[src/rtl/core/assert_macros.svh]
// assertion macros shared by the rtl of the cell classifier
`ifndef ASSERT_MACROS_SVH
`define ASSERT_MACROS_SVH

// checked on every clock edge outside reset
`define DITC_ASSERT(label, prop, msg) \
  label: assert property (@(posedge clk) disable iff (!rst_n) prop) else $error(msg);

// checked on every clock edge, reset included
`define DITC_ASSERT_RST(label, prop, msg) \
  label: assert property (@(posedge clk) prop) else $error(msg);

`endif

[src/rtl/core/ditc_div.sv]
// restoring divider, one quotient bit per cycle, quotient known to fit QW bits
`timescale 1ns / 1ps

module ditc_div #(
  parameter int DVW = 16,
  parameter int DSW = 9,
  parameter int QW  = 8
) (
  input  logic           clk,
  input  logic           rst_n,
  input  logic           start,
  input  logic [DVW-1:0] dividend,
  input  logic [DSW-1:0] divisor,
  output logic           done,
  output logic [QW-1:0]  quotient
);

  localparam int DDW  = DSW + QW - 1;
  localparam int CW   = (DVW > DDW) ? DVW : DDW;
  localparam int CNTW = $clog2(QW + 1);

  logic [CW-1:0]   rem_r;
  logic [DDW-1:0]  den_r;
  logic [QW-1:0]   q_r;
  logic [CNTW-1:0] cnt_r;
  logic            busy_r;
  logic            done_r;
  logic            ge;

  assign ge = rem_r >= CW'(den_r);

  // control
  always_ff @(posedge clk) begin
    if (!rst_n) begin
      busy_r <= 1'b0;
      done_r <= 1'b0;
      cnt_r  <= '0;
    end else begin
      done_r <= 1'b0;
      if (start) begin
        busy_r <= 1'b1;
        cnt_r  <= CNTW'(QW);
      end else if (busy_r) begin
        cnt_r <= cnt_r - 1'b1;
        if (cnt_r == CNTW'(1)) begin
          busy_r <= 1'b0;
          done_r <= 1'b1;
        end
      end
    end
  end

  // datapath: compare, subtract, shift
  always_ff @(posedge clk) begin
    if (start) begin
      rem_r <= CW'(dividend);
      den_r <= {divisor, {(QW - 1){1'b0}}};
      q_r   <= '0;
    end else if (busy_r) begin
      if (ge) rem_r <= rem_r - CW'(den_r);
      den_r <= den_r >> 1;
      q_r   <= {q_r[QW-2:0], ge};
    end
  end

  assign done     = done_r;
  assign quotient = q_r;

endmodule

[config.mk]
export PLATFORM = sky130hd
export DESIGN_NAME = ditc_div
export DESIGN_NICKNAME = d
export VERILOG_FILES = /design/src/rtl/core/assert_macros.svh /design/src/rtl/core/ditc_div.sv
export SDC_FILE = /design/constraint.sdc
export NUM_CORES = 1
export LEC_CHECK = 0
export BUFFER_PORTS_ARGS = -buffer_cell sky130_fd_sc_hd__buf_2
export CAP_MARGIN = 10
export CORE_ASPECT_RATIO = 1.75
export CORE_MARGIN = 2
export CORE_UTILIZATION = 50
export DETAILED_ROUTE_END_ITERATION = 6
export PLACE_DENSITY = 0.73
export SETUP_SLACK_MARGIN = 0.4
export SKIP_LAST_GASP = 1
export SLEW_MARGIN = 20
export SYNTH_ARGS = -nofsm -noshare
export SYNTH_HDL_FRONTEND = slang
export SYNTH_SLANG_ARGS = --single-unit
export TNS_END_PERCENT = 5
[constraint.sdc]
create_clock -name clk -period 3.6 [get_ports clk]
set_input_delay 0 -clock clk [delete_from_list [all_inputs] [get_ports clk]]
set_output_delay 0 -clock clk [all_outputs]
set_load 0.02 [all_outputs]
==> After elaboration in Yosys (flattened, before gate mapping) <==
Index checks and enable logic that the tools add are counted.
{ "totals": {"ff_bits": 46, "input_bits": 28, "output_inout_bits": 9} }
{ "op_classes": {"add_sub_neg": 2, "magnitude_cmp": 1, "n_eq_ne": 1, "mux": 11, "n_bitwise": 2, "reduce_logical": 5} }
{ "ops": {"columns": ["operator", "count"], "rows": [
  ["two-way mux 16 bit", 5],
  [">= comparator 16 bit", 1],
  ["subtractor 16 bit", 1],
  ["two-way mux 4 bit", 2],
  ["equality test 4 x 1 -> 1 bit, second input constant", 1],
  ["two-way mux 1 bit", 4],
  ["nonzero test 2 bit", 2],
  ["subtractor 4 x 1 -> 4 bit, second input constant", 1],
  ["OR reduction 3 bit", 1],
  ["NOT 1 bit", 2],
  ["AND reduction 2 bit", 1],
  ["OR reduction 2 bit", 1]
]} }

==> Longest topological paths before layout <==
{ "depth": {"word_depth": 4, "ltp_mapped": 10, "depth_no_buf": 10} }

==> Least setup slack after synthesis <==
OpenSTA, ideal clock, no wires.
{ "synth_timing": {"path_kind": "reg-to-reg", "startpoint": "register rem_r[0]", "endpoint": "register rem_r[0] (enable)", "arrival_time_ns": 2.056, "setup_slack_ns": 1.221, "path_stages_with_launch": 11, "synth_period_minus_slack_ns": 2.379, "cell_sequence": "edfxtp_1 > inv_1 > ha_1 > inv_1 > fa_1 > a21o_1 > a21oi_2 > a21oi_1 > o21ai_1 > a221oi_1 > or2_1"} }
{ "synth_via": {"elab_chain_len": 3} }
{ "synth_lines": {"columns": ["item", "line", "rtl"], "rows": [
  ["start, declared", "ditc_div.sv:22", "logic [CW-1:0] rem_r;"],
  ["start signal, assigned", "ditc_div.sv:56", "rem_r <= CW'(dividend);"],
  ["start signal, assigned", "ditc_div.sv:60", "if (ge) rem_r <= rem_r - CW'(den_r);"],
  [">= comparator 16 bit", "ditc_div.sv:30", "assign ge = rem_r >= CW'(den_r);"],
  ["nonzero test 2 bit (no source line)", null, null],
  ["AND reduction 2 bit (no source line)", null, null]
]} }
No other way between the ends.
A chain may end at the register's enable or synchronous reset.

==> Worst setup path in the final report <==
{ "layout_timing": {"startpoint": "register rem_r[0]", "endpoint": "register rem_r[2] (enable)"} }
Same word-level chain as after synthesis.

==> summary.txt <==
Placed design
  – Gpl congestion: about 0.86
  – Detailed placer's ending HPWL: 4.275 mm
  – IO Port Bufs: 36
  – Placed instance area: 2904 sq um

Global routing
  – Initial antenna violation count: 0
  – Largest net degree at the start of global routing: 50
  – First-pass GRT wire length: between 9 and 10 mm
  – GRT overflow: 0
  – All-Layer GR Usage: a little over a fifth
  – Vias in the first global route: approximately 2,200

Final layout
  – Ant diodes: 0
  – Area delta synth->final: 18.92%
  – Fin area: ~3200 sq um
  – Final net count: 390
  – Layout cells sized above 1: approximately 15%

Logic synthesis
  – Sequential fraction of the synthesis area: a little over two fifths
  – Yosys reg bits: 46
  – Synth Instances: between 200 and 300
  – Synthesized area per cell: around 9.5 sq um
  – Synth unique cells: between 40 and 50
  – Top_reg_cell synth: edfxtp_1
  – Mapped Area: 2718 sq um
  – Top area cells in the synthesized netlist: edfxtp_1 28%, dfxtp_1 15%, ha_1 8.3%, mux2i_1 5.5%, nand2_1 4.4%
  – Number of synthesized flops with an enable pin: 25
  – Most common cell in the netlist: nand2_1
  – Synth top area share: roughly 28%
  – FFs w/ async S/R, synth: 0%
  – Synth warn: 0
  – Leading area contributor after synthesis: edfxtp_1
  – Syn nets: between 300 and 400
  – Most instantiated cells after synthesis: 32 x nand2_1, 27 x nor2_1, 26 x inv_1, 25 x edfxtp_1, 21 x dfxtp_1

STA
  – Slew Limit Fails: 0
  – TNS Setup: 0 ps
  – RSZ-0062 raised after global routing: no
  – Post-route clock skew: slightly above 8 ps
  – Final period utilization: about three quarters
  – Setup violators final: 0
  – Final hold violations: 0
  – FMAX: about 370 MHz
  – Least-Margin Pin Slew: ~800 ps
  – Crit path time final: 2675 ps
  – Slew HR: ~47%

Die
  – # IOs: 37
  – Die area: just over 6000 sq um
  – Starting density of the core: 51.71%
  – Die Wd: ~60 um
  – Die Span Y: just over 100 um
  – CORE AREA: approximately 5300 sq um
  – Std-Cell Rows: 35

Route
  – Average via count per standard cell: between 5 and 6
  – Drt pass-1 iters: 4
  – Post-route ant nets: 0
  – Routed wire length: approximately 5.8 mm
  – WL per Instance: ~14 um
  – Detailed-route DRC error count: 0
  – DR vias: ~2,200
  – DRT iter0 DRCs: 93

Min path
  – HP Class: input port to flop

Clock network
  – Inserted Clock Buffers: 5
  – CTS resizes: 0
  – Root Buffer Master: clkbuf_8
  – Clock input transition at the sequential cells of the worst setup and hold paths: 80 ps
  – CTS max path bufs: 2
  – H-tree Lvls: 2
  – Post-CTS Setup Bufs: 0
  – Worst skew pair latency: approximately 300 ps
  – CTS tree: yes
  – # clock sinks: 46

Critical path
  – Startpoint types: flop
  – Cells along the critical path: inv_1 > ha_1 > inv_1 > fa_1 > a21o_1 > a21oi_2 > a21oi_1 > o21ai_1 > a221oi_1 > or2_1
  – Worst Path Max Fanout: 16
  – Most Frequent Cell on Critical Path: inv_1
  – Buf+Inv Stages, Crit Path: 2
  – Worst path top cell family by delay: compound AO/OA/AOI/OAI gates
  – Slowest-stage cell, CP: or2_1
  – Delay of the slowest critical-path stage: roughly 500 ps
  – Crit path DAT: between 2000 and 3000 ps
  – Worst EP required: 3550 ps
  – Nature of the critical path endpoint: flop
  – Crit Path Class: flop to flop

Power
  – Power density over the cells: just over 500 nW/um^2
  – Peak VDD IR: 333.7 uV
  – Leakage power total: between 0.001 and 0.0015 uW

Flow run
  – Maxcap violations: 0

Outcome
  – Outcome: finished clean
[sequential cells by signal, summed over array words and instances, names as in the netlist]
| name | cells |
|---|---|
| cnt_r | 4 |
| den_r | 16 |
| done | 1 |
| busy_r | 1 |
| quotient | 8 |
| rem_r | 16 |
[metal layers]
layer / GRT usage, % / vias up / part of all wire, %
li1: - / 1123 / -
met1: 24.92 / 1019 / 41
met2: 36.87 / 49 / 52
met3: 2.810 / 15 / 3.1
met4: 11.28 / 0 / 3.2
met5: 0 / - / 0
[timing repair]
item / 4_1_cts / 5_1_grt
hold buffers: 22 / 0
endpoints found under the hold margin: 23 / 0
endpoints found under the setup margin: 0 / 0
[cell usage in the layout (no fill, tap or decap), drive strengths merged, types with 2 or more instances in the layout]
| cell | instances |
|---|---|
| inv | 27 |
| nor4 | 2 |
| o31ai | 8 |
| ha | 18 |
| mux2i | 15 |
| xnor2 | 8 |
| buf | 38 |
| a21oi | 18 |
| nand4 | 3 |
| nor3 | 3 |
| nand2 | 32 |
| o211ai | 4 |
| o21bai | 4 |
| a22o | 2 |
| a21boi | 4 |
| xor2 | 6 |
| and3 | 2 |
| and2 | 2 |
| a21o | 4 |
| dlygate4sd3 | 22 |
| nor2b | 4 |
| o21a | 3 |
| edfxtp | 25 |
| o21ai | 22 |
| nor2 | 27 |
| clkbuf | 6 |
| dfxtp | 21 |
[cell type report]
type	instances	area (sq um)
fill	468	2023
multi-input combinational	204	1371
sequential	46	1171
timing repair buffer	60	415.4
inverter	26	97.59
clock buffer	6	93.84
tap	55	68.82
clock inverter	2	13.76
[cell families (layout without fill, tap and decap cells)]
family | count (synthesis) | in the layout | synth area share, %
multiplexers | 16 | 16 | 5.939
adder cells (fa/ha/maj) | 19 | 19 | 9.024
flip-flops | 46 | 46 | 43.09
XOR/XNOR | 14 | 14 | 4.512
AO/OA/AOI/OAI | 76 | 76 | 18.32
buffers and inverters | 37 | 94 | 6.445
AND/OR/NAND/NOR | 79 | 79 | 12.66
[through the flow]
step / util, % / hold slack [ps] / cells / worst slack (ps) / total power (uW)
CTS: 61.50 / 0.5101 / 399 / 870.2 / 1655
finish: 61.50 / 8.983 / 399 / 924.9 / 1647
floorplan: - / 128.2 / 287 / 1221 / 1140
detailed placement: 55.26 / 268.0 / 369 / 876.3 / 1270
global route: 61.50 / 9.389 / 399 / 678.0 / 1755
global placement: 55.26 / 254.4 / 369 / 989.3 / 1259
[worst paths after layout]
check	start	end	slack [ps]	cells after the start
setup / recovery	rem_r[0]	rem_r[2]	920	10
hold / removal	dividend[1]	rem_r[1]	9	2
setup reg to reg	rem_r[0]	rem_r[2]	920	10
hold reg to reg	quotient[7]	quotient[7]	500	2
[power by group]
part	total [uW]	internal [uW]	switching, uW
registers	664	636	27.7
clock network	363	180	183
logic	619	260	360
No activity file was read; power rests on OpenSTA's default activity.
